===== src/hdl/fss_pkg.sv =====
`default_nettype none

package fss_pkg;

   // fixed field widths
   localparam int POS_W  = 48;
   localparam int SPD_W  = 32;
   localparam int SHOT_W = 16;
   localparam int TICK_W = 17;
   localparam int CSR_W  = 32;
   localparam int IDX_W  = 2;
   localparam int TOL_W  = 31;
   localparam int PROD_W = 56;

   localparam int HISTORY_DEPTH_DEFAULT = 8;

   // register indexes
   localparam logic [IDX_W-1:0] CSR_TIMEOUT   = 2'd0;
   localparam logic [IDX_W-1:0] CSR_INVERSE   = 2'd1;
   localparam logic [IDX_W-1:0] CSR_TOLERANCE = 2'd2;

   localparam logic [15:0]       TIMEOUT_RESET   = 16'd200;
   localparam logic [31:0]       INVERSE_RESET   = 32'd1872457;
   localparam logic [TOL_W-1:0]  TOLERANCE_RESET = 31'd655360;

   localparam logic signed [SPD_W-1:0] SPEED_ONE = 32'sd65536;
   localparam logic signed [SPD_W-1:0] SPEED_TEN = 32'sd655360;
   localparam logic [TICK_W-1:0]       TICKS_MAX = 17'h1FFFF;
   localparam logic [SHOT_W-1:0]       SHOTS_MAX = 16'hFFFF;

   typedef enum logic [2:0] {
      LS_PASS,
      LS_SPINDOWN,
      LS_SPINUP,
      LS_INCREMENT,
      LS_NEGEDGE
   } latch_state_type;

   typedef struct packed {
      logic                     goal_present;
      logic signed [SPD_W-1:0]  goal_velocity;
      logic                     aim_forward;
      logic                     lamp_override;
      logic                     push_request;
      logic                     clamp_request;
      logic                     output_enabled;
      logic signed [POS_W-1:0]  position_left;
      logic signed [POS_W-1:0]  position_right;
      logic signed [SPD_W-1:0]  velocity_left;
      logic signed [SPD_W-1:0]  velocity_right;
   } req_word_type;

   typedef struct packed {
      logic                     ready_both;
      logic                     ready_left;
      logic                     ready_right;
      logic signed [SPD_W-1:0]  average_left;
      logic signed [SPD_W-1:0]  average_right;
      logic [SHOT_W-1:0]        shot_count;
      logic                     drive_valid;
      logic                     lamp_on;
      logic                     forward_light;
      logic                     backward_light;
      logic                     clamp_drive;
      logic                     push_drive;
   } rsp_word_type;

   // per-tick flags carried alongside the speed pipeline
   typedef struct packed {
      logic                     drive_valid;
      logic                     clamp;
      logic                     push;
      logic                     forwards;
      logic                     force_lights;
      logic                     goal_nonzero;
      logic                     goal_small;
      logic                     goal_big;
      logic                     spin_low;
      logic                     spin_high;
      logic signed [SPD_W-1:0]  held_goal;
   } side_type;

   typedef struct packed {
      logic s2;
      logic s3;
      logic s4;
      logic s5;
   } pipe_en_type;

   typedef struct packed {
      logic              lamp_on;
      logic              forward_light;
      logic              backward_light;
      logic              clamp_drive;
      logic              push_drive;
      logic [SHOT_W-1:0] shot_count;
   } drive_type;

endpackage

`default_nettype wire


===== src/hdl/fss_ring.sv =====
`default_nettype none

module fss_ring
   import fss_pkg::*;
#(
   parameter int DEPTH = HISTORY_DEPTH_DEFAULT
) (
   input  wire logic             clock,
   input  wire logic             reset,
   input  wire logic             accept,
   input  wire logic [POS_W-1:0] pos_left,
   input  wire logic [POS_W-1:0] pos_right,
   output logic [POS_W-1:0]      old_left,
   output logic [POS_W-1:0]      old_right
);

   localparam int SLOT_W = (DEPTH > 1) ? $clog2(DEPTH) : 1;

   logic [POS_W-1:0]  mem_left [DEPTH];
   logic [POS_W-1:0]  mem_right [DEPTH];
   logic [DEPTH-1:0]  filled_ff;
   logic [SLOT_W-1:0] slot_ff, slot_in;
   logic [POS_W-1:0]  old_left_ff, old_right_ff;
   logic              old_valid_ff;

   // oldest entry sits one past the slot being written
   assign slot_in = (slot_ff == SLOT_W'(DEPTH - 1)) ? '0 : slot_ff + 1'b1;

   always_ff @(posedge clock) begin
      if (reset) begin
         slot_ff   <= '0;
         filled_ff <= '0;
      end else if (accept) begin
         slot_ff            <= slot_in;
         filled_ff[slot_ff] <= 1'b1;
      end
   end

   always_ff @(posedge clock) begin
      if (accept) begin
         mem_left[slot_ff]  <= pos_left;
         mem_right[slot_ff] <= pos_right;
         old_left_ff        <= mem_left[slot_in];
         old_right_ff       <= mem_right[slot_in];
         old_valid_ff       <= filled_ff[slot_in];
      end
   end

   // never-written entries read as zero
   assign old_left  = old_valid_ff ? old_left_ff  : '0;
   assign old_right = old_valid_ff ? old_right_ff : '0;

endmodule

`default_nettype wire


===== config.mk =====
export PLATFORM = sky130hd
export DESIGN_NAME = fss_ring
export DESIGN_NICKNAME = d
export VERILOG_FILES = /design/src/hdl/fss_pkg.sv /design/src/hdl/fss_ring.sv
export SDC_FILE = /design/constraint.sdc
export NUM_CORES = 1
export LEC_CHECK = 0
export ABC_AREA = 1
export BUFFER_PORTS_ARGS = -buffer_cell sky130_fd_sc_hd__buf_2
export CAP_MARGIN = 10
export CELL_PAD_IN_SITES_DETAIL_PLACEMENT = 0
export CELL_PAD_IN_SITES_GLOBAL_PLACEMENT = 1
export CORE_ASPECT_RATIO = 0.6
export CORE_MARGIN = 2
export CORE_UTILIZATION = 52
export CTS_BUF_LIST = sky130_fd_sc_hd__clkbuf_8 sky130_fd_sc_hd__clkbuf_16
export CTS_CLUSTER_SIZE = 12
export DETAILED_ROUTE_END_ITERATION = 16
export PLACE_DENSITY_LB_ADDON = 0.1
export REMOVE_ABC_BUFFERS = 1
export SLEW_MARGIN = 20
export SYNTH_ARGS = -nofsm -noshare
export SYNTH_HDL_FRONTEND = slang
export SYNTH_SLANG_ARGS = --single-unit

===== constraint.sdc =====
create_clock -name clock -period 13.9 [get_ports clock]
set_input_delay 0.695 -clock clock [delete_from_list [all_inputs] [get_ports clock]]
set_output_delay 0.695 -clock clock [all_outputs]
set_load 0.03 [all_outputs]

==> impl_metrics.csv <==
group,metric,value,unit
yosys,synth_edf_count,865,
timing,finalHoldViolCount,0,
clocking,clock-sinks,876,
clocking,hold_buffers,0,
timing,clock_skew,25.1,ps
run,drv_cap,0,
floorplanning,die_y,212,um
finish,multi_input_area,0.00724,sq mm
clocking,clkLatencyLatePin,640,ps
placement,post_dp_cell_area,0.0392,sq mm
floorplanning,die_w,351,um
placement,gp_congestion,0.759,
setup_path,end_kind,"register",
placement,place_hpwl,43300,um
finish,drive_gt1_share,8.42,%
timing,setup_viol_count_final,0,
setup_path,crit_arrival,4460,ps
yosys,ys_ff_latch,876,
yosys,synth.top_cell.area_share,69.2,%
clocking,cts_root_buf,"clkbuf_16",
finish,final_area,0.0416,sq mm
setup_path,startpoint_type,"register",
hold_path,hold_path.class,"input port to register",
timing,rsz0062_at_grt,"no",
clocking,cts_made_buffers,85,
global_route,grt.total_usage,23.7,%
setup_path,reg2reg_to,"old_left_ff[46]",
clocking,cts_max_level,3,
setup_path,reg2regPathDepth,11,
routing,drt-initial-drc-count,1908,
clocking,clk_path_buf_depth,3,
global_route,grt_pass1_vias,22700,
routing,drc_errors,0,
clocking,postCtsSetupBuffers,0,
power,total_power,0.00580,W
global_route,grt_max_degree,234,
setup_path,crit_slowest_cell,"buf_4",
global_route,use_met2,38.3,%
clocking,ctsResizeCount,0,
finish,seq_area,0.0262,sq mm
floorplanning,io_pins,195,
timing,whs,320,ps
yosys,synth-async-reset-ratio,0,%
outcome,status,"finished, final reports clean",
finish,final_util,58.0,%
floorplanning,core-area,0.0716,sq mm
global_route,grt.overflow.total,0,
finish,fillerInstances,6076,
setup_path,cp_slowest_stage_delay,920,ps
yosys,avgSynthCellArea,10.1,sq um
timing,worst_slew_pin_slew,1320,ps
global_route,grt_pass1_wl,133000,um
timing,finalMaxSlewViolations,0,
yosys,ys_seq_area_share,69.7,%
setup_path,r2r_setup_slack,9820,ps
yosys,synth_area_leaders,"edfxtp_1 69%, nand2_1 14%, inv_1 8.9%, nand3_1 5.2%, buf_2 0.88%",
finish,syn2layout_area_growth,10.6,%
power,p_leak,19.6,nW
setup_path,cp_max_fo,233,
routing,num_vias,23700,
power,p_per_area,140,mW/mm^2
finish,nNetsFinal,3953,
global_route,antenna_found_initial,13,
power,vdd_drop_max,0.0859,mV
floorplanning,die-area,0.0745,sq mm
timing,finalCriticalPeriod,4080,ps
yosys,ys_types,17,
timing,fin_setup_tns,0,ps
setup_path,cp_common_cell,"nand2_1",
routing,wl_per_cell,17.8,um
setup_path,cp-endpoint,"old_left_ff[46]",
clocking,cts_tree,"yes",
timing,slew_headroom,11.9,%
global_route,top_usage_layer,"met2",
setup_path,critical_path_required,14280,ps
setup_path,startpoint,"slot_ff[0]",
placement,numPortBuffers,194,
clocking,clk_pin_slew,60,ps
routing,final_antenna_net_count,0,
timing,min_period_over_period,29.3,%
yosys,synth.most_common_cell,"nand2_1",
routing,drt_first_pass_iters,6,
yosys,yosys.area.top_type,"edfxtp_1",
yosys,synth_area,0.0376,sq mm
global_route,grt_use_met3,4.59,%
routing,wl,86800,um
floorplanning,start_util,52.5,%
setup_path,worstPathCellList,"ha_4, ha_4, inv_1, nand2_4, buf_12, buf_4, nand2_1, nand3_1, nand2_1, nand2_1, nand2_1",
yosys,synth_cells,3704,
routing,via_per_inst,4.86,
global_route,grtUsageMet1,33.4,%
yosys,ys_top_cells_by_count,"1367 x nand2_1, 886 x inv_1, 865 x edfxtp_1",
timing,fmax,245,MHz
floorplanning,num_rows,76,
setup_path,r2r_start,"slot_ff[0]",
setup_path,crit_type,"register to register",
yosys,synth_ff_type,"edfxtp_1",
yosys,yosys_warnings,0,
==> cell type report <==
cell class	instances	share of cell area, %
clock buffer	87	5.24
antenna	8	0.0482
inverter	889	8.09
clock inverter	33	0.316
sequential	876	63.0
multi-input combinational	1778	17.4
tap	975	2.94
timing repair buffer	222	2.91
==> cells by family (layout without fill, tap and decap cells) <==
family | after synthesis | count (layout) | synth area share, %
flip-flops | 876 | 876 | 69.7
AO/OA/AOI/OAI | 13 | 13 | 0.173
AND/OR/NAND/NOR | 1763 | 1763 | 18.9
adder cells (fa/ha/maj) | 2 | 2 | 0.0666
other | 0 | 8 | 0
buffers and inverters | 1050 | 1231 | 11.1
==> routing by layer <==
layer | routed length [um] | vias to the layer above | share of wire (%)
met5 | 73 | - | 0.084
met4 | 1670 | 12 | 1.9
met3 | 5070 | 133 | 5.8
met2 | 40200 | 561 | 46
met1 | 39800 | 11200 | 46
li1 | - | 11700 | -
==> layout by cell type, fill, tap and decap left out <==
master     count
buf_12         2
clkinv_2       2
buf_4         27
o21ai_0        3
buf_2        193
inv_1        904
inv_6          2
nand3_1      388
nand2_4        1
inv_4          8
clkbuf_16     87
clkinv_1       5
nand2_1     1366
a21oi_1       10
nor2_1         6
dfxtp_1       11
nor2_4         2
ha_4           2
edfxtp_1     865
diode_2        8
inv_2          1
==> metrics by stage <==
stage	std cells	setup WS [ps]
global placement	4740	9950
CTS	4860	9780
finish	4868	9820
detailed placement	4740	9840
floorplan	3543	5060
global route	4861	9490
==> power by group <==
group | total, W | internal, W | switching (W)
clock network | 0.00203 | 0.00111 | 0.000922
logic | 0.000704 | 0.000182 | 0.000522
registers | 0.00306 | 0.00303 | 0.0000293
total | 0.00580 | 0.00432 | 0.00147
==> state kept, by name, indices dropped and copies added (netlist names) <==
register	count
mem_right	384
filled_ff	8
slot_ff	3
mem_left	384
old_left_ff	48
old_right_ff	48
old_valid_ff	1
==> worst max-delay path: cells and delay by family (launching register included) <==
family                   cells  cell delay [ps]
buffers and inverters        3             1600
AND/OR/NAND/NOR              6             1060
adder cells (fa/ha/maj)      2              340
flip-flops                   1              520
==> worst min path at each step <==
stage | startpoint | endpoint | slack [ps] | cells after the start
5_1_grt | pos_right[21] | mem_right[0][21] | 300 | 1
3_5_place_dp | filled_ff[0] | filled_ff[0] | 450 | 2
3_3_place_gp | filled_ff[3] | filled_ff[3] | 450 | 2
2_1_floorplan | filled_ff[0] | filled_ff[0] | 430 | 2
4_1_cts | pos_right[42] | mem_right[6][42] | 280 | 1
6_report | pos_left[19] | mem_left[3][19] | 320 | 1
No activity file was read; power rests on OpenSTA's default activity.
