<file path="src/hdl/fss_pkg.sv">
`default_nettype none

package fss_pkg;

   // fixed field widths
   localparam int POS_W  = 48;
   localparam int SPD_W  = 32;
   localparam int SHOT_W = 16;
   localparam int TICK_W = 17;
   localparam int CSR_W  = 32;
   localparam int IDX_W  = 2;
   localparam int TOL_W  = 31;
   localparam int PROD_W = 56;

   localparam int HISTORY_DEPTH_DEFAULT = 8;

   // register indexes
   localparam logic [IDX_W-1:0] CSR_TIMEOUT   = 2'd0;
   localparam logic [IDX_W-1:0] CSR_INVERSE   = 2'd1;
   localparam logic [IDX_W-1:0] CSR_TOLERANCE = 2'd2;

   localparam logic [15:0]       TIMEOUT_RESET   = 16'd200;
   localparam logic [31:0]       INVERSE_RESET   = 32'd1872457;
   localparam logic [TOL_W-1:0]  TOLERANCE_RESET = 31'd655360;

   localparam logic signed [SPD_W-1:0] SPEED_ONE = 32'sd65536;
   localparam logic signed [SPD_W-1:0] SPEED_TEN = 32'sd655360;
   localparam logic [TICK_W-1:0]       TICKS_MAX = 17'h1FFFF;
   localparam logic [SHOT_W-1:0]       SHOTS_MAX = 16'hFFFF;

   typedef enum logic [2:0] {
      LS_PASS,
      LS_SPINDOWN,
      LS_SPINUP,
      LS_INCREMENT,
      LS_NEGEDGE
   } latch_state_type;

   typedef struct packed {
      logic                     goal_present;
      logic signed [SPD_W-1:0]  goal_velocity;
      logic                     aim_forward;
      logic                     lamp_override;
      logic                     push_request;
      logic                     clamp_request;
      logic                     output_enabled;
      logic signed [POS_W-1:0]  position_left;
      logic signed [POS_W-1:0]  position_right;
      logic signed [SPD_W-1:0]  velocity_left;
      logic signed [SPD_W-1:0]  velocity_right;
   } req_word_type;

   typedef struct packed {
      logic                     ready_both;
      logic                     ready_left;
      logic                     ready_right;
      logic signed [SPD_W-1:0]  average_left;
      logic signed [SPD_W-1:0]  average_right;
      logic [SHOT_W-1:0]        shot_count;
      logic                     drive_valid;
      logic                     lamp_on;
      logic                     forward_light;
      logic                     backward_light;
      logic                     clamp_drive;
      logic                     push_drive;
   } rsp_word_type;

   // per-tick flags carried alongside the speed pipeline
   typedef struct packed {
      logic                     drive_valid;
      logic                     clamp;
      logic                     push;
      logic                     forwards;
      logic                     force_lights;
      logic                     goal_nonzero;
      logic                     goal_small;
      logic                     goal_big;
      logic                     spin_low;
      logic                     spin_high;
      logic signed [SPD_W-1:0]  held_goal;
   } side_type;

   typedef struct packed {
      logic s2;
      logic s3;
      logic s4;
      logic s5;
   } pipe_en_type;

   typedef struct packed {
      logic              lamp_on;
      logic              forward_light;
      logic              backward_light;
      logic              clamp_drive;
      logic              push_drive;
      logic [SHOT_W-1:0] shot_count;
   } drive_type;

endpackage

`default_nettype wire

</file>
<file path="src/hdl/fss_wheel.sv">
`default_nettype none

module fss_wheel
   import fss_pkg::*;
(
   input  wire logic                    clock,
   input  wire pipe_en_type             en,
   input  wire logic [POS_W-1:0]        pos,
   input  wire logic [POS_W-1:0]        old,
   input  wire logic [31:0]             inverse_window,
   input  wire logic [TOL_W-1:0]        ready_tolerance,
   input  wire logic signed [SPD_W-1:0] held_goal,
   output logic signed [SPD_W-1:0]      average,
   output logic                         ready
);

   localparam int HALF_W = POS_W / 2;

   logic [POS_W-1:0]        diff;
   logic [POS_W-1:0]        mag_ff;
   logic                    neg2_ff, neg3_ff;
   logic [PROD_W-1:0]       lo_ff, hi_ff;
   logic [79:0]             prod;
   logic [63:0]             scaled;
   logic signed [SPD_W-1:0] avg_in, avg4_ff, avg5_ff;
   logic signed [SPD_W:0]   err;
   logic [SPD_W:0]          err_abs;
   logic                    ready_ff;

   // stage 2: wrapped difference and magnitude
   assign diff = pos - old;

   always_ff @(posedge clock) begin
      if (en.s2) begin
         neg2_ff <= diff[POS_W-1];
         mag_ff  <= diff[POS_W-1] ? (~diff + 48'd1) : diff;
      end
   end

   // stage 3: two partial products
   always_ff @(posedge clock) begin
      if (en.s3) begin
         neg3_ff <= neg2_ff;
         lo_ff   <= PROD_W'(mag_ff[HALF_W-1:0]) * PROD_W'(inverse_window);
         hi_ff   <= PROD_W'(mag_ff[POS_W-1:HALF_W]) * PROD_W'(inverse_window);
      end
   end

   // stage 4: combine, drop the fraction, saturate
   assign prod   = {hi_ff, 24'd0} + {24'd0, lo_ff};
   assign scaled = prod[79:16];

   always_comb begin
      if (neg3_ff) begin
         if (scaled > 64'd2147483648) avg_in = 32'sh8000_0000;
         else                         avg_in = $signed(~scaled[31:0] + 32'd1);
      end else begin
         if (scaled > 64'd2147483647) avg_in = 32'sh7FFF_FFFF;
         else                         avg_in = $signed(scaled[31:0]);
      end
   end

   always_ff @(posedge clock) begin
      if (en.s4) begin
         avg4_ff <= avg_in;
      end
   end

   // stage 5: readiness against the held goal
   assign err     = {held_goal[SPD_W-1], held_goal} - {avg4_ff[SPD_W-1], avg4_ff};
   assign err_abs = err[SPD_W] ? (~err + 33'd1) : err;

   always_ff @(posedge clock) begin
      if (en.s5) begin
         avg5_ff  <= avg4_ff;
         ready_ff <= (err_abs < {2'b00, ready_tolerance}) && (held_goal > SPEED_ONE);
      end
   end

   assign average = avg5_ff;
   assign ready   = ready_ff;

endmodule

`default_nettype wire

</file>
<file path="config.mk">
export PLATFORM = sky130hd
export DESIGN_NAME = fss_wheel
export DESIGN_NICKNAME = d
export VERILOG_FILES = /design/src/hdl/fss_pkg.sv /design/src/hdl/fss_wheel.sv
export SDC_FILE = /design/constraint.sdc
export NUM_CORES = 2
export LEC_CHECK = 0
export BUFFER_PORTS_ARGS = -buffer_cell sky130_fd_sc_hd__buf_2
export CAP_MARGIN = 20
export CORE_ASPECT_RATIO = 0.6
export CORE_MARGIN = 3
export CORE_UTILIZATION = 40
export CTS_CLUSTER_SIZE = 24
export DETAILED_ROUTE_END_ITERATION = 10
export PLACE_DENSITY = 0.6
export SYNTH_ARGS = -nofsm -noshare
export SYNTH_HDL_FRONTEND = slang
export SYNTH_SLANG_ARGS = --single-unit
</file>
<file path="constraint.sdc">
create_clock -name clock -period 8.2 [get_ports clock]
set_input_delay 1.23 -clock clock [delete_from_list [all_inputs] [get_ports clock]]
set_output_delay 1.23 -clock clock [all_outputs]
set_load 0.05 [all_outputs]
</file>
==> impl_metrics.prom <==
# TYPE chip_impl_metric gauge
chip_impl_info{name="run_status",value="finished clean"} 1
chip_impl_metric{name="globalRouteTotalUtil",unit=""} 0.233
chip_impl_metric{name="final.fill_count",unit=""} 16000
chip_impl_metric{name="grt_remaining_overflow",unit=""} 0
chip_impl_metric{name="via_density_per_instance",unit=""} 5.18
chip_impl_info{name="postSynth.topFlopCell",value="sky130_fd_sc_hd__edfxtp_1"} 1
chip_impl_metric{name="max_buffers_root_to_sink",unit=""} 3
chip_impl_metric{name="relSlewSlack",unit=""} 0.316
chip_impl_metric{name="critical_path.max_fanout",unit=""} 8
chip_impl_metric{name="clk_pin_slew_worst_paths",unit="ns"} 0.07
chip_impl_metric{name="placementRows",unit=""} 115
chip_impl_metric{name="grt_first_pass_wirelength",unit="um"} 314000
chip_impl_metric{name="ctsHoldBuffers",unit=""} 0
chip_impl_metric{name="grt.met2_usage",unit=""} 0.345
chip_impl_metric{name="grt_pass1_vias",unit=""} 53800
chip_impl_metric{name="vias",unit=""} 52000
chip_impl_metric{name="setup-violations-final",unit=""} 0
chip_impl_metric{name="cts_htree_levels",unit=""} 1
chip_impl_metric{name="maxSlewViolCount",unit=""} 0
chip_impl_metric{name="drc",unit=""} 0
chip_impl_metric{name="synth.cell_area",unit="sq um"} 66300
chip_impl_info{name="cts_root_buffer",value="sky130_fd_sc_hd__clkbuf_16"} 1
chip_impl_metric{name="numCtsBuffers",unit=""} 26
chip_impl_metric{name="synth_to_final_area_change",unit="%"} 12.3
chip_impl_info{name="cp_top_family",value="adder cells"} 1
chip_impl_metric{name="worstPathArrival",unit="ns"} 8.38
chip_impl_metric{name="route.detailed.wl_per_inst",unit="um"} 19.7
chip_impl_metric{name="worst_slew_pin_slew",unit="ns"} 1.03
chip_impl_info{name="critPathMostFrequentCell",value="sky130_fd_sc_hd__fa_1"} 1
chip_impl_metric{name="number_of_enable_type_register_cells_in_the_synthesized_netlist",unit=""} 211
chip_impl_info{name="cts_tree",value="yes"} 1
chip_impl_metric{name="final_period_minus_worst_setup_slack",unit="ns"} 8.04
chip_impl_metric{name="synthesis.nets",unit=""} 9483
chip_impl_metric{name="gpl.final_weighted_congestion",unit=""} 0.925
chip_impl_metric{name="cts.sink_count",unit=""} 211
chip_impl_metric{name="die_area",unit="sq um"} 171000
chip_impl_metric{name="floorplan.initialDensity",unit=""} 0.403
chip_impl_metric{name="yosys_warnings",unit=""} 0
chip_impl_metric{name="port_buffers",unit=""} 228
chip_impl_metric{name="layout.area.seq",unit="sq um"} 6340
chip_impl_metric{name="achievable-frequency",unit="MHz"} 124
chip_impl_info{name="grt.busiest_layer",value="met1"} 1
chip_impl_metric{name="max_cap_violations",unit=""} 0
chip_impl_metric{name="clk-insertion-delay-late",unit="ns"} 0.62
chip_impl_metric{name="floorplan.die.height",unit="um"} 321
chip_impl_metric{name="critical_path_buf_inv_count",unit=""} 9
chip_impl_info{name="min_path_type",value="flip-flop to flip-flop"} 1
chip_impl_metric{name="postSynthCellCount",unit=""} 7465
chip_impl_metric{name="first_pass_iteration_count_of_the_detailed_router",unit=""} 8
chip_impl_metric{name="finish.utilization",unit=""} 0.453
chip_impl_metric{name="clock_skew",unit="ns"} 0.0319
chip_impl_metric{name="fp.dieW",unit="um"} 532
chip_impl_metric{name="post_synth_num_cell_types",unit=""} 96
chip_impl_info{name="criticalPathCategory",value="primary input to flip-flop"} 1
chip_impl_metric{name="num_io_pins",unit=""} 229
chip_impl_metric{name="pin_count_of_the_biggest_net_entering_global_routing",unit=""} 74
chip_impl_metric{name="synth.yosys.seq_area_share",unit=""} 0.0956
chip_impl_metric{name="core_area",unit="sq um"} 164000
chip_impl_metric{name="yosys_register_bits",unit=""} 211
chip_impl_metric{name="hpwlAfterDp",unit="um"} 168000
chip_impl_metric{name="drt_iter0_drc",unit=""} 4328
chip_impl_metric{name="synth_async_sr_flop_share",unit=""} 0
chip_impl_info{name="crit_end_category",value="flip-flop"} 1
chip_impl_metric{name="num-nets-final",unit=""} 9817
chip_impl_info{name="critPathSlowestCell",value="sky130_fd_sc_hd__fa_1"} 1
chip_impl_metric{name="post_route_cells_drive_above_1_share",unit=""} 0.105
chip_impl_metric{name="mean_cell_area_of_the_mapped_netlist",unit="sq um"} 8.88
chip_impl_metric{name="finalWirelength",unit="um"} 198000
chip_impl_metric{name="final_min_period_over_clock_period",unit=""} 0.980
chip_impl_metric{name="timing_hold_violations_final",unit=""} 0
chip_impl_metric{name="grt_antenna_before_repair",unit=""} 14
chip_impl_metric{name="max_stage_delay",unit="ns"} 0.56
chip_impl_metric{name="footprint_of_the_multi_input_gates",unit="sq um"} 52800
chip_impl_metric{name="grt_util_met1",unit=""} 0.357
chip_impl_metric{name="groute.layer.met3.usage",unit=""} 0.0402
chip_impl_info{name="critical_path_startpoint_category",value="primary input"} 1
chip_impl_metric{name="final_antenna_net_count",unit=""} 0
chip_impl_metric{name="critPathRequiredTime",unit="ns"} 8.54
-- cell type report --
cell class	count	share of cell area
Sequential cell	211	0.0851
Multi-Input combinational cell	5275	0.709
Antenna cell	3	0.000101
Timing Repair Buffer	682	0.0754
Inverter	1603	0.0808
Clock buffer	26	0.00874
Tap cell	2223	0.0374
Clock inverter	22	0.00319
-- worst register-to-register path, delay by kind of cell (launching register included) --
kind	cells	cell delay, ns
fa+ha+maj	8	3.50
compound gates	10	1.92
buf+inv	10	1.28
flops	1	0.45
simple gates	2	0.25
xor+xnor	1	0.15
-- Yosys cell counts, types with 14 or more instances --
cell | count | area share
sky130_fd_sc_hd__a211o_1 | 14 | 0.0018
sky130_fd_sc_hd__a211oi_1 | 32 | 0.0036
sky130_fd_sc_hd__a21o_1 | 112 | 0.013
sky130_fd_sc_hd__a21oi_1 | 225 | 0.017
sky130_fd_sc_hd__a31oi_1 | 35 | 0.0033
sky130_fd_sc_hd__and2_1 | 815 | 0.077
sky130_fd_sc_hd__and3_1 | 36 | 0.0034
sky130_fd_sc_hd__and4_1 | 14 | 0.0018
sky130_fd_sc_hd__clkbuf_1 | 359 | 0.020
sky130_fd_sc_hd__edfxtp_1 | 211 | 0.096
sky130_fd_sc_hd__fa_1 | 1318 | 0.40
sky130_fd_sc_hd__ha_1 | 504 | 0.095
sky130_fd_sc_hd__inv_1 | 1601 | 0.091
sky130_fd_sc_hd__nand2_1 | 933 | 0.053
sky130_fd_sc_hd__nand2b_1 | 32 | 0.0030
sky130_fd_sc_hd__nand3_1 | 64 | 0.0048
sky130_fd_sc_hd__nand4_1 | 63 | 0.0059
sky130_fd_sc_hd__nor2_1 | 179 | 0.010
sky130_fd_sc_hd__nor2b_1 | 32 | 0.0030
sky130_fd_sc_hd__nor3_1 | 68 | 0.0051
sky130_fd_sc_hd__nor4_1 | 32 | 0.0030
sky130_fd_sc_hd__o211ai_1 | 20 | 0.0023
sky130_fd_sc_hd__o21a_1 | 50 | 0.0057
sky130_fd_sc_hd__o21ai_0 | 138 | 0.010
sky130_fd_sc_hd__o21bai_1 | 26 | 0.0029
sky130_fd_sc_hd__o31ai_1 | 23 | 0.0026
sky130_fd_sc_hd__or2_2 | 15 | 0.0014
sky130_fd_sc_hd__or3_1 | 28 | 0.0026
sky130_fd_sc_hd__xnor2_1 | 162 | 0.021
sky130_fd_sc_hd__xor2_1 | 83 | 0.011
-- logic make-up after synthesis --
group / after synthesis / synth area share
xor gates and xnor gates: 245 / 0.0324
and+or+nand+nor: 2366 / 0.182
buffers and inverters: 1979 / 0.113
muxes: 10 / 0.00155
adders and majority gates: 1822 / 0.493
AOI/OAI and AO/OA: 832 / 0.0830
DFF: 211 / 0.0956
-- worst paths after layout --
kind | startpoint | to | slack, ns | depth (start not counted)
setup / recovery | inverse_window[9] | lo_ff[55] | 0.16 | 29
hold / removal | avg4_ff[10] | average[10] | 0.44 | 0
setup reg to reg | mag_ff[0] | lo_ff[55] | 0.41 | 31
hold reg to reg | avg4_ff[10] | average[10] | 0.44 | 0
-- metal layers --
| metal | wire (um) | vias up | share of wire |
|---|---|---|---|
| met5 | 13 | - | 0.000066 |
| met4 | 4090 | 2 | 0.021 |
| met3 | 17000 | 206 | 0.086 |
| met2 | 83600 | 1972 | 0.42 |
| met1 | 93400 | 26200 | 0.47 |
| li1 | - | 23600 | - |
-- layout by cell type, fill, tap and decap left out, types with 9 or more instances in the layout --
cell	count
sky130_fd_sc_hd__or3_1	28
sky130_fd_sc_hd__o2111ai_1	9
sky130_fd_sc_hd__a31oi_1	32
sky130_fd_sc_hd__buf_2	224
sky130_fd_sc_hd__o211ai_1	20
sky130_fd_sc_hd__and4_1	13
sky130_fd_sc_hd__or2_2	14
sky130_fd_sc_hd__o21ai_0	128
sky130_fd_sc_hd__o31ai_1	23
sky130_fd_sc_hd__edfxtp_1	211
sky130_fd_sc_hd__nor3_1	68
sky130_fd_sc_hd__a21o_1	112
sky130_fd_sc_hd__clkbuf_16	26
sky130_fd_sc_hd__nand2_1	932
sky130_fd_sc_hd__inv_1	1601
sky130_fd_sc_hd__and2_1	814
sky130_fd_sc_hd__o21a_1	50
sky130_fd_sc_hd__and3_1	34
sky130_fd_sc_hd__a21oi_1	218
sky130_fd_sc_hd__nor2_1	178
sky130_fd_sc_hd__buf_12	81
sky130_fd_sc_hd__nor2b_1	32
sky130_fd_sc_hd__nor4_1	32
sky130_fd_sc_hd__xor2_1	82
sky130_fd_sc_hd__buf_4	365
sky130_fd_sc_hd__xnor2_1	160
sky130_fd_sc_hd__a211o_1	14
sky130_fd_sc_hd__nand4_1	63
sky130_fd_sc_hd__a211oi_1	29
sky130_fd_sc_hd__nand3_1	62
sky130_fd_sc_hd__o21bai_1	26
sky130_fd_sc_hd__ha_1	496
sky130_fd_sc_hd__fa_1	1315
sky130_fd_sc_hd__o21ai_1	16
sky130_fd_sc_hd__a21boi_0	11
sky130_fd_sc_hd__nand2b_1	32
-- metrics by stage --
| step | std cells | hold WS (ns) | area (sq um) | TNS [ns] | setup WS (ns) |
|---|---|---|---|---|---|
| detailed placement | 9979 | 0.435 | 73100 | -16.79 | -0.761 |
| CTS | 10000 | 0.444 | 74000 | 0 | 0.0541 |
| global placement | 9979 | 0.438 | 73100 | -16.55 | -0.779 |
| global route | 10000 | 0.458 | 74500 | -0.0540 | -0.0471 |
| floorplan | 7465 | 0.400 | 66300 | -0.0106 | -0.0106 |
| finish | 10000 | 0.442 | 74500 | 0 | 0.161 |
-- timing repair --
item                                    in CTS  in global routing
hold endpoints to repair                     0                  0
endpoints found under the setup margin       9                 23
pin swaps                                    1                 53
gates resized for setup                      6                 67
setup buffers                                1                 13
cloned                                       0                  0
-- state kept, by name (all words and copies together) (netlist names) --
signal,cells
hi_ff,56
mag_ff,48
lo_ff,40
average,32
avg4_ff,32
neg2_ff,1
neg3_ff,1
ready,1
Power is not shown: default switching activity piles up to over one toggle a cycle in this logic, so the estimate is an artifact.
