===== config.mk =====
export PLATFORM = sky130hd
export DESIGN_NAME = fss_latch
export DESIGN_NICKNAME = d
export VERILOG_FILES = /design/src/hdl/fss_pkg.sv /design/src/hdl/fss_latch.sv
export SDC_FILE = /design/constraint.sdc
export NUM_CORES = 1
export LEC_CHECK = 0
export ABC_AREA = 1
export ABC_CLOCK_PERIOD_IN_PS = 3090
export BUFFER_PORTS_ARGS = -buffer_cell sky130_fd_sc_hd__buf_2
export CORE_AREA = 2 2 87 89
export DETAILED_ROUTE_END_ITERATION = 6
export DIE_AREA = 0 0 89 91
export MAX_ROUTING_LAYER = met4
export PLACE_DENSITY = 0.62
export SLEW_MARGIN = 20
export SYNTH_ARGS = -nofsm -noshare
export SYNTH_HDL_FRONTEND = slang
export SYNTH_SLANG_ARGS = --single-unit

===== constraint.sdc =====
create_clock -name clock -period 3.09 [get_ports clock]
set_input_delay 0.618 -clock clock [delete_from_list [all_inputs] [get_ports clock]]
set_output_delay 0.618 -clock clock [all_outputs]
set_load 0.05 [all_outputs]

===== src/hdl/fss_pkg.sv =====
`default_nettype none

package fss_pkg;

   // fixed field widths
   localparam int POS_W  = 48;
   localparam int SPD_W  = 32;
   localparam int SHOT_W = 16;
   localparam int TICK_W = 17;
   localparam int CSR_W  = 32;
   localparam int IDX_W  = 2;
   localparam int TOL_W  = 31;
   localparam int PROD_W = 56;

   localparam int HISTORY_DEPTH_DEFAULT = 8;

   // register indexes
   localparam logic [IDX_W-1:0] CSR_TIMEOUT   = 2'd0;
   localparam logic [IDX_W-1:0] CSR_INVERSE   = 2'd1;
   localparam logic [IDX_W-1:0] CSR_TOLERANCE = 2'd2;

   localparam logic [15:0]       TIMEOUT_RESET   = 16'd200;
   localparam logic [31:0]       INVERSE_RESET   = 32'd1872457;
   localparam logic [TOL_W-1:0]  TOLERANCE_RESET = 31'd655360;

   localparam logic signed [SPD_W-1:0] SPEED_ONE = 32'sd65536;
   localparam logic signed [SPD_W-1:0] SPEED_TEN = 32'sd655360;
   localparam logic [TICK_W-1:0]       TICKS_MAX = 17'h1FFFF;
   localparam logic [SHOT_W-1:0]       SHOTS_MAX = 16'hFFFF;

   typedef enum logic [2:0] {
      LS_PASS,
      LS_SPINDOWN,
      LS_SPINUP,
      LS_INCREMENT,
      LS_NEGEDGE
   } latch_state_type;

   typedef struct packed {
      logic                     goal_present;
      logic signed [SPD_W-1:0]  goal_velocity;
      logic                     aim_forward;
      logic                     lamp_override;
      logic                     push_request;
      logic                     clamp_request;
      logic                     output_enabled;
      logic signed [POS_W-1:0]  position_left;
      logic signed [POS_W-1:0]  position_right;
      logic signed [SPD_W-1:0]  velocity_left;
      logic signed [SPD_W-1:0]  velocity_right;
   } req_word_type;

   typedef struct packed {
      logic                     ready_both;
      logic                     ready_left;
      logic                     ready_right;
      logic signed [SPD_W-1:0]  average_left;
      logic signed [SPD_W-1:0]  average_right;
      logic [SHOT_W-1:0]        shot_count;
      logic                     drive_valid;
      logic                     lamp_on;
      logic                     forward_light;
      logic                     backward_light;
      logic                     clamp_drive;
      logic                     push_drive;
   } rsp_word_type;

   // per-tick flags carried alongside the speed pipeline
   typedef struct packed {
      logic                     drive_valid;
      logic                     clamp;
      logic                     push;
      logic                     forwards;
      logic                     force_lights;
      logic                     goal_nonzero;
      logic                     goal_small;
      logic                     goal_big;
      logic                     spin_low;
      logic                     spin_high;
      logic signed [SPD_W-1:0]  held_goal;
   } side_type;

   typedef struct packed {
      logic s2;
      logic s3;
      logic s4;
      logic s5;
   } pipe_en_type;

   typedef struct packed {
      logic              lamp_on;
      logic              forward_light;
      logic              backward_light;
      logic              clamp_drive;
      logic              push_drive;
      logic [SHOT_W-1:0] shot_count;
   } drive_type;

endpackage

`default_nettype wire


===== src/hdl/fss_latch.sv =====
`default_nettype none

module fss_latch
   import fss_pkg::*;
(
   input  wire logic        clock,
   input  wire logic        reset,
   input  wire logic        step,
   input  wire side_type    side,
   input  wire logic        ready_both,
   input  wire logic [15:0] timeout_ticks,
   output drive_type        drive
);

   latch_state_type     state_ff, state_in, state_next;
   logic [SHOT_W-1:0]   shots_ff, shots_in;
   logic [TICK_W-1:0]   ticks_ff, ticks_in, ticks_inc;
   logic                timed_out;
   logic                is_pass;
   logic                count_shot;
   logic                shoot;

   assign ticks_inc = (ticks_ff == TICKS_MAX) ? ticks_ff : ticks_ff + 1'b1;
   assign timed_out = ticks_inc > {1'b0, timeout_ticks};

   // next state
   always_comb begin
      state_next = state_ff;
      is_pass    = 1'b0;
      count_shot = 1'b0;
      unique case (state_ff)
         LS_SPINDOWN: begin
            if (side.spin_low)                  state_next = LS_SPINUP;
            if (side.goal_small || timed_out)   state_next = LS_INCREMENT;
         end
         LS_SPINUP: begin
            if (side.spin_high || side.goal_small || timed_out)
               state_next = LS_INCREMENT;
         end
         LS_INCREMENT: begin
            count_shot = 1'b1;
            state_next = LS_NEGEDGE;
         end
         LS_NEGEDGE: begin
            if (!side.push) state_next = LS_PASS;
         end
         default: begin
            is_pass    = 1'b1;
            state_next = LS_PASS;
            if (side.push && side.goal_big && ready_both) state_next = LS_SPINDOWN;
         end
      endcase
   end

   // outputs
   always_comb begin
      shoot = 1'b0;
      unique case (state_ff) inside
         LS_SPINDOWN, LS_SPINUP, LS_NEGEDGE: shoot = 1'b1;
         LS_INCREMENT:                       shoot = 1'b0;
         default: shoot = side.push && (side.goal_big ? ready_both : 1'b1);
      endcase
   end

   always_comb begin
      state_in = side.drive_valid ? state_next : state_ff;
      shots_in = (side.drive_valid && count_shot && (shots_ff != SHOTS_MAX))
                 ? shots_ff + 1'b1 : shots_ff;
      ticks_in = (side.drive_valid && is_pass) ? '0 : ticks_inc;
   end

   always_ff @(posedge clock) begin
      if (reset) begin
         state_ff <= LS_PASS;
         shots_ff <= '0;
         ticks_ff <= TICKS_MAX;
      end else if (step) begin
         state_ff <= state_in;
         shots_ff <= shots_in;
         ticks_ff <= ticks_in;
      end
   end

   always_comb begin
      drive.lamp_on        = side.drive_valid && (side.goal_nonzero || side.force_lights);
      drive.forward_light  = side.drive_valid && side.goal_nonzero && side.forwards;
      drive.backward_light = side.drive_valid && side.goal_nonzero && !side.forwards;
      drive.clamp_drive    = side.drive_valid && side.clamp;
      drive.push_drive     = side.drive_valid && shoot;
      drive.shot_count     = shots_in;
   end

endmodule

`default_nettype wire


==> results.cfg, run 1 <==
[status]
outcome = finished clean

[cts]
clock_latency_ns = 0.28
hold_buffers = 0
numCtsBuffers = 5
clk_pin_slew_worst_paths_ns = 0.07
cts_tree = yes
clock_path_buffers = 2
clockRootBuffer = clkbuf_8
cts.sinks = 36
cts_max_level = 2

[synth]
ys_types = 36
synthesis.nets = 508
synth_warnings = 0
yosysTopAreaCell = dfxtp_1
synth_top_area_share = 0.259
synth_area_per_cell_sq_um = 6.51
synthCells = 428
seq_area_frac_synth = 0.259
syn-cell-area_sq_mm = 0.00279
ys_async_sr_fraction = 0
yosys-top-cells-area = dfxtp_1, nand2_1, inv_1, ha_1, xor2_1
synth_edf_count = 0
ys_ff_latch = 36
synthFlopType = dfxtp_1

[layout]
drive_gt1_frac = 0.253
syn2layout_area_growth_pct = 24.0
num_antenna_cells = 0
nets = 579

[die]
die_w_microns = 89
rows = 31
initial_utilization = 0.391
die_h_microns = 91
core-area_sq_mm = 0.00714
die-area_sq_mm = 0.00810
io_pins = 83

[timing]
relSlewSlack = 0.589
setup_viol = 0
fin_crit_sh = 0.960
max_slew.worst_pin.slew_ns = 0.615
final_hold_viol_count = 0
clock-skew-final_ns = 0.00645
min_period_ns = 2.97
max_freq_mhz = 337
rsz0062_at_grt = true
finalSetupTns_ns = 0
worst_slack_ns = 0.124
finalMaxSlewViolations = 0

[placement]
routabilityCongestion = 0.880
post-place-ws_ns = -0.0418
hpwl_microns = 5060
portBuffers = 50

[route]
remaining_drc_errors = 0
drt_wl_total_microns = 6650
via_per_inst = 4.66
wire_per_inst_microns = 11.1
ant_nets = 0
vias = 2788
first_pass_iters = 4
drt_iter0_markers = 87

[setup_path]
max_stage_delay_ns = 0.34
critical_path_arrival_ns = 3.11
crit_path_start_kind = flip-flop
cp_common_cell = nand2_1
path_max_fanout = 4
cp-end-kind = flip-flop
path_class = reg -> reg
crit_family = simple AND/OR/NAND/NOR gates
crit_required_ns = 3.23
worst-path-buf-inv = 4
slowest_stage = dfxtp_2

[global_routing]
grt_overflow_total = 0
antenna_found_initial = 0
grt_max_degree = 38
grt_pass1_wl_microns = 11300
track_usage = 0.177
grt_pass1_vias = 2631

[flow_run]
drv_cap = 0

[power]
p_leak_nw = 1.81
p_per_area_mw_per_mm2 = 391
combPwrFrac = 0.339
internal_power_mw = 0.872
clockPowerShare = 0.269
vdd_ir_drop_max_mv = 0.183
swShare = 0.355
seqPwrFrac = 0.393
p_sw_mw = 0.479

[hold_path]
hp-class = reg -> reg
==> worst register-to-register path, cell delays in order, from the launching register on <==
cell,delay [ns]
dfxtp_2,0.34
ha_4,0.16
inv_4,0.06
nor2_4,0.04
nand2_2,0.07
nor2_4,0.04
nand2_4,0.08
inv_4,0.04
nor3_4,0.18
nand3_2,0.13
nor3_2,0.20
xor2_1,0.26
ha_1,0.30
nand2_2,0.10
inv_2,0.03
nand2_1,0.04
nand2_1,0.05
nand2_1,0.06
a21oi_1,0.05
nor2_1,0.09
nand2_1,0.06
nand2_2,0.09
nand3_2,0.07
nand2_2,0.11
inv_2,0.06
nand2_1,0.05
a21oi_1,0.05
==> cells in the mapped netlist, types with 2 or more instances <==
| cell | instances |
|---|---|
| a21oi_1 | 35 |
| inv_2 | 4 |
| nand2_1 | 106 |
| o21ai_0 | 20 |
| nor2_4 | 3 |
| nand3_1 | 8 |
| nand2_2 | 5 |
| nor2_1 | 34 |
| nand3_2 | 5 |
| clkbuf_1 | 7 |
| nor3_2 | 5 |
| ha_1 | 18 |
| o21ai_1 | 7 |
| xor2_1 | 21 |
| nand4_1 | 4 |
| dfxtp_1 | 36 |
| a22oi_1 | 5 |
| nor3_1 | 6 |
| xnor2_1 | 3 |
| nor4_1 | 8 |
| nor2_2 | 2 |
| inv_1 | 72 |
==> kinds of logic after synthesis <==
| family | after synthesis | synth area share |
|---|---|---|
| xor+xnor | 25 | 0.0812 |
| compound gates | 70 | 0.133 |
| simple gates | 192 | 0.325 |
| flops | 36 | 0.259 |
| buf+inv | 87 | 0.121 |
| fa+ha+maj | 18 | 0.0808 |
==> per-stage QoR <==
step | power [mW] | std cells | instance area, sq um | hold WS, ns | util
2_1_floorplan | 0.846 | 428 | 2790 | 0.458 | -
3_3_place_gp | 0.963 | 584 | 3240 | 0.471 | 0.454
3_5_place_dp | 0.972 | 584 | 3240 | 0.480 | 0.454
4_1_cts | 1.36 | 594 | 3370 | 0.490 | 0.472
5_1_grt | 1.45 | 598 | 3460 | 0.537 | 0.484
6_report | 1.35 | 598 | 3460 | 0.498 | 0.484
==> area by class of cell <==
class	instances	area (sq um)
Clock buffer	7	96.3
Fill cell	796	3680
Inverter	77	297
Multi-Input combinational cell	305	1790
Sequential cell	36	723
Tap cell	99	124
Timing Repair Buffer	74	430
==> layer usage <==
layer	vias to the layer above	share of wire	routed length (microns)	track usage
met3	4	0.035	233	0.0282
met4	0	0.0065	43	0.0460
met5	-	0	0	-
met2	47	0.47	3160	0.289
met1	1248	0.48	3220	0.226
li1	1489	-	-	-
==> flip-flops by register name, indices dropped and copies added, names as in the netlist <==
name,count
state_ff,3
shots_ff,16
ticks_ff,17
==> power by group through the flow <==
stage               clock network, mW  registers (mW)  logic (mW)
CTS                             0.384           0.528       0.444
floorplan                           0           0.536       0.310
detailed placement                  0           0.539       0.433
global placement                    0           0.538       0.424
finish                          0.363           0.530       0.457
global route                    0.400           0.534       0.518
==> final timing paths <==
path / from / endpoint / slack, ns / cells past startpoint
worst max-delay path: ticks_ff[1] / state_ff[0] / 0.12 / 26
worst min-delay path: state_ff[2] / state_ff[2] / 0.50 / 2
worst max register to register: ticks_ff[1] / state_ff[0] / 0.12 / 26
worst min register to register: state_ff[2] / state_ff[2] / 0.50 / 2
==> cell usage in the layout, fill, tap and decap left out, types with 5 or more instances in the layout <==
| cell type | count |
|---|---|
| nor3_1 | 6 |
| nand3_2 | 6 |
| xor2_1 | 21 |
| ha_1 | 17 |
| nor4_1 | 8 |
| o21ai_0 | 20 |
| nand2_1 | 100 |
| nand3_1 | 7 |
| a22oi_1 | 5 |
| clkbuf_8 | 7 |
| o21ai_1 | 7 |
| nor2_1 | 32 |
| a21oi_1 | 33 |
| nand2_2 | 11 |
| buf_4 | 24 |
| dfxtp_1 | 34 |
| inv_1 | 70 |
| buf_2 | 50 |
==> repair_timing <==
action | 4_1_cts | 5_1_grt
cloned | 0 | 0
endpoints found under the setup margin | 3 | 3
buffers inserted | 3 | 4
gates resized for setup | 2 | 19
pin swaps | 2 | 17
Note: power is estimated with default switching activity, not from simulation.
==> inputs of run 2 (changes only) <==
--- a/config.mk
+++ b/config.mk
@@ -6,13 +6,14 @@
 export NUM_CORES = 1
 export LEC_CHECK = 0
 export ABC_AREA = 1
-export ABC_CLOCK_PERIOD_IN_PS = 3090
+export ABC_CLOCK_PERIOD_IN_PS = 3600
 export BUFFER_PORTS_ARGS = -buffer_cell sky130_fd_sc_hd__buf_2
 export CORE_AREA = 2 2 87 89
 export DETAILED_ROUTE_END_ITERATION = 6
 export DIE_AREA = 0 0 89 91
 export MAX_ROUTING_LAYER = met4
 export PLACE_DENSITY = 0.62
+export RECOVER_POWER = 25
 export SLEW_MARGIN = 20
 export SYNTH_ARGS = -nofsm -noshare
 export SYNTH_HDL_FRONTEND = slang
==> constraint.sdc (replaced) <==
create_clock -name clock -period 3.6 [get_ports clock]
set_input_delay 0.72 -clock clock [delete_from_list [all_inputs] [get_ports clock]]
set_output_delay 0.72 -clock clock [all_outputs]
set_load 0.05 [all_outputs]
==> results.cfg, run 2 (synthesis gave the netlist of run 1 again) <==
[status]
outcome = finished clean

[route]
remaining_drc_errors = 0
via_per_inst = 4.73
wire_per_inst_microns = 11.0
drt_iter0_markers = 139
drt_wl_total_microns = 6360
first_pass_iters = 4
ant_nets = 0
vias = 2732

[layout]
layout_common_cells = nand2_1, inv_1, buf_2
num_antenna_cells = 0
final_area_sq_mm = 0.00321
largest_register = ticks_ff
drive_gt1_frac = 0.178
reg.largest.list = ticks_ff x17, shots_ff x16, state_ff x3
fill_cells = 786
largest_reg_flops = 17
nets = 558
syn2layout_area_growth_pct = 15.3
layout_commonest_cell = nand2_1

[die]
initial_utilization = 0.391
io_pins = 83
core-area_sq_mm = 0.00714
die_h_microns = 91
die_w_microns = 89
die-area_sq_mm = 0.00810
rows = 31

[cts]
cts_tree = yes
cts_max_level = 2
clock_path_buffers = 2
cts_setup_buffers = 0
hold_buffers = 0
clk_pin_slew_worst_paths_ns = 0.07
clock_latency_ns = 0.29
ctsResizeCount = 0
numCtsBuffers = 5
cts.sinks = 36
clockRootBuffer = clkbuf_8

[timing]
relSlewSlack = 0.603
setup_viol = 0
clock-skew-final_ns = 0.00562
min_period_ns = 3.34
finalMaxSlewViolations = 0
hold_ws_ns = 0.484
max_freq_mhz = 300
final_hold_viol_count = 0
max_slew.worst_pin.slew_ns = 0.595
finalSetupTns_ns = 0
fin_crit_sh = 0.927
worst_slack_ns = 0.264

[global_routing]
grt_max_degree = 38
antenna_found_initial = 0
grt_pass1_vias = 2472
track_usage = 0.170
grt_pass1_wl_microns = 10700
grt_overflow_total = 0

[placement]
post-place-ws_ns = 0.278
portBuffers = 50
routabilityCongestion = 0.865
hpwl_microns = 4810
dpl_cell_area_sq_mm = 0.00312

[power]
p_leak_nw = 1.71
p_total_mw = 1.12
vdd_ir_drop_max_mv = 0.301
p_per_area_mw_per_mm2 = 348

[setup_path]
path_max_fanout = 12
critical_path_arrival_ns = 2.62
crit_path_start_kind = flip-flop
r2r_start = ticks_ff[0]
path_class = reg -> out
crit_required_ns = 2.88
cp_cell_sequence = ha_1 > nand3_1 > or2_0 > nor2_4 > nand3_2 > nand3_1 > inv_4 > nand2_2 > nor2_1 > nand2_1 > a21oi_1 > buf_2
cp-end-kind = output port
max_stage_delay_ns = 0.32
slowest_stage = dfxtp_1
startpoint = shots_ff[0]
cp_common_cell = nand3_1

[hold_path]
hp-class = reg -> reg
hp-start = state_ff[2]

[flow_run]
drv_cap = 0
[run 2: cell types whose count changed in the layout (fill, tap and decap cells not counted), sizes merged]
cell	previous run	this run
buf	74	53
[run 2: area by class of cell]
cell class / instances / area (sq um) / area share
clock buffers: 7 / 96.3 / 0.0300
multi-input cells: 305 / 1710 / 0.532
well taps: 99 / 124 / 0.0385
inverters: 77 / 292 / 0.0907
repair buffers: 53 / 273 / 0.0849
flip-flops and latches: 36 / 721 / 0.224
[run 2: path summary, 6_finish.rpt]
| path | end | slack (ns) | cells after the start |
|---|---|---|---|
| max | drive[8] | 0.26 | 12 |
| min | state_ff[2] | 0.48 | 2 |
| max reg2reg | state_ff[0] | 0.37 | 27 |
| min reg2reg | state_ff[2] | 0.48 | 2 |
[run 2: per-stage QoR]
| step | utilization | std cells |
|---|---|---|
| finish | 0.450 | 577 |
| global route | 0.450 | 577 |
| CTS | 0.450 | 574 |
| detailed placement | 0.437 | 567 |
| global placement | 0.437 | 567 |
| floorplan | - | 428 |
[run 2: power breakdown]
part / internal, mW / total [mW] / switching (mW)
combinational: 0.120 / 0.345 / 0.225
clock: 0.170 / 0.316 / 0.145
sequential: 0.427 / 0.458 / 0.0310
total: 0.718 / 1.12 / 0.401
[run 2: worst max-delay path, delay by kind of cell (launching register included)]
kind            cells  cell delay, ns
fa+ha+maj           1            0.22
compound gates      1            0.15
simple gates        8            1.08
flops               1            0.32
buf+inv             2            0.55
[run 2: layer usage]
layer,up-vias,wire length (microns),GRT usage
li1,1458,-,-
met1,1208,2950,0.212
met2,56,3030,0.278
met3,10,283,0.0273
met4,0,108,0.0585
met5,-,0,-
==> inputs of run 3 (changes only) <==
--- a/config.mk
+++ b/config.mk
@@ -6,7 +6,7 @@
 export NUM_CORES = 1
 export LEC_CHECK = 0
 export ABC_AREA = 1
-export ABC_CLOCK_PERIOD_IN_PS = 3600
+export ABC_CLOCK_PERIOD_IN_PS = 4059
 export BUFFER_PORTS_ARGS = -buffer_cell sky130_fd_sc_hd__buf_2
 export CORE_AREA = 2 2 87 89
 export DETAILED_ROUTE_END_ITERATION = 6
==> constraint.sdc (replaced) <==
create_clock -name clock -period 4.06 [get_ports clock]
set_input_delay 0.812 -clock clock [delete_from_list [all_inputs] [get_ports clock]]
set_output_delay 0.812 -clock clock [all_outputs]
set_load 0.1 [all_outputs]
==> results.cfg, run 3 (synthesis gave the netlist of run 1 again) <==
[placement]
routabilityCongestion = 0.865
dpl_cell_area_sq_mm = 0.00312
post-place-ws_ns = 0.708
hpwl_microns = 4860
portBuffers = 50

[setup_path]
slowest_stage = buf_2
r2r_end = state_ff[2]
cp-end-kind = output port
path_class = reg -> out
path_max_fanout = 12
worst-r2r-setup-slack_ns = 0.64
reg2regPathDepth = 21
cp_common_cell = nand3_1
r2r_start = ticks_ff[1]
max_stage_delay_ns = 0.45
startpoint = shots_ff[0]
crit_required_ns = 3.25
crit_end = drive[8]
crit_path_start_kind = flip-flop
critical_path_arrival_ns = 2.75
cp_cell_sequence = ha_1 > nand3_1 > or2_0 > nor2_4 > nand3_2 > nand3_1 > inv_4 > nand2_2 > nor2_1 > nand2_1 > a21oi_1 > buf_2

[timing]
worst_slack_ns = 0.497
final_hold_viol_count = 0
clock-skew-final_ns = 0.0115
fin_crit_sh = 0.878
rsz0062_at_grt = false
relSlewSlack = 0.609
setup_viol = 0
finalSetupTns_ns = 0
hold_ws_ns = 0.483
max_freq_mhz = 281
min_period_ns = 3.56
max_slew.worst_pin.slew_ns = 0.585
finalMaxSlewViolations = 0

[die]
core-area_sq_mm = 0.00714
die_w_microns = 89
die-area_sq_mm = 0.00810
die_h_microns = 91
initial_utilization = 0.391
io_pins = 83
rows = 31

[layout]
largest_register = ticks_ff
syn2layout_area_growth_pct = 13.9
nets = 555
fill_cells = 803
layout_common_cells = nand2_1, inv_1, buf_2
final_area_sq_mm = 0.00318
layout_commonest_cell = nand2_1
drive_gt1_frac = 0.172
reg.largest.list = ticks_ff x17, shots_ff x16, state_ff x3
multi_input_area_sq_mm = 0.00170
largest_reg_flops = 17
num_antenna_cells = 0
ff_latch_area_sq_um = 721

[cts]
clock_latency_ns = 0.29
clock_path_buffers = 2
clk_pin_slew_worst_paths_ns = 0.07
clockRootBuffer = clkbuf_8
cts.sinks = 36
numCtsBuffers = 5
hold_buffers = 0
cts_tree = yes
ctsResizeCount = 0
cts_setup_buffers = 0
cts_max_level = 2

[route]
vias = 2670
via_per_inst = 4.64
ant_nets = 0
drt_wl_total_microns = 6310
wire_per_inst_microns = 11.0
drt_iter0_markers = 125
remaining_drc_errors = 0
first_pass_iters = 4

[global_routing]
grt_overflow_total = 0
grt_pass1_vias = 2463
grt_pass1_wl_microns = 10700
antenna_found_initial = 0
grt_max_degree = 38
track_usage = 0.167

[hold_path]
hp-class = reg -> reg
hp-start = state_ff[2]

[power]
vdd_ir_drop_max_mv = 0.184
p_leak_nw = 1.69
p_per_area_mw_per_mm2 = 318

[status]
outcome = finished clean

[flow_run]
drv_cap = 0
[run 3: critical path, delay by kind of cell, from the launching register on]
kind                     cells  cell delay (ns)
buffers and inverters        2             0.71
adder cells (fa/ha/maj)      1             0.22
AND/OR/NAND/NOR              8             1.07
flip-flops                   1             0.32
AO/OA/AOI/OAI                1             0.15
[run 3: how the worst min path moves through the flow]
| stage | endpoint | slack (ns) | depth (start not counted) |
|---|---|---|---|
| floorplan | state_ff[2] | 0.46 | 2 |
| global placement | state_ff[2] | 0.47 | 2 |
| detailed placement | state_ff[2] | 0.48 | 2 |
| CTS | state_ff[2] | 0.49 | 2 |
| global route | state_ff[2] | 0.52 | 2 |
| finish | state_ff[2] | 0.48 | 2 |
[run 3: area by class of cell]
class | instances | area share
Sequential cell | 36 | 0.227
Clock inverter | 3 | 0.00591
Tap cell | 99 | 0.0390
Multi-Input combinational cell | 305 | 0.536
Clock buffer | 5 | 0.0217
Timing Repair Buffer | 50 | 0.0788
Inverter | 77 | 0.0918
[run 3: routing by layer]
layer	vias to the layer above	global-route usage	routed length [microns]
li1	1448	-	-
met1	1160	0.214	3000
met2	55	0.276	2970
met3	7	0.0255	264
met4	0	0.0386	73
met5	-	-	0
[run 3: power by group]
| part | switching, mW | internal, mW | total (mW) | leakage, nW |
|---|---|---|---|---|
| Sequential | 0.0274 | 0.379 | 0.406 | 0.299 |
| Combinational | 0.246 | 0.103 | 0.348 | 1.34 |
| Clock | 0.135 | 0.120 | 0.255 | 0.0479 |
| Total | 0.408 | 0.601 | 1.01 | 1.69 |
[run 3: stage by stage]
step	power, mW	utilization	std cells
floorplan	0.692	-	428
global placement	0.760	0.437	567
detailed placement	0.767	0.437	567
CTS	1.02	0.449	575
global route	1.09	0.445	575
finish	1.01	0.445	575
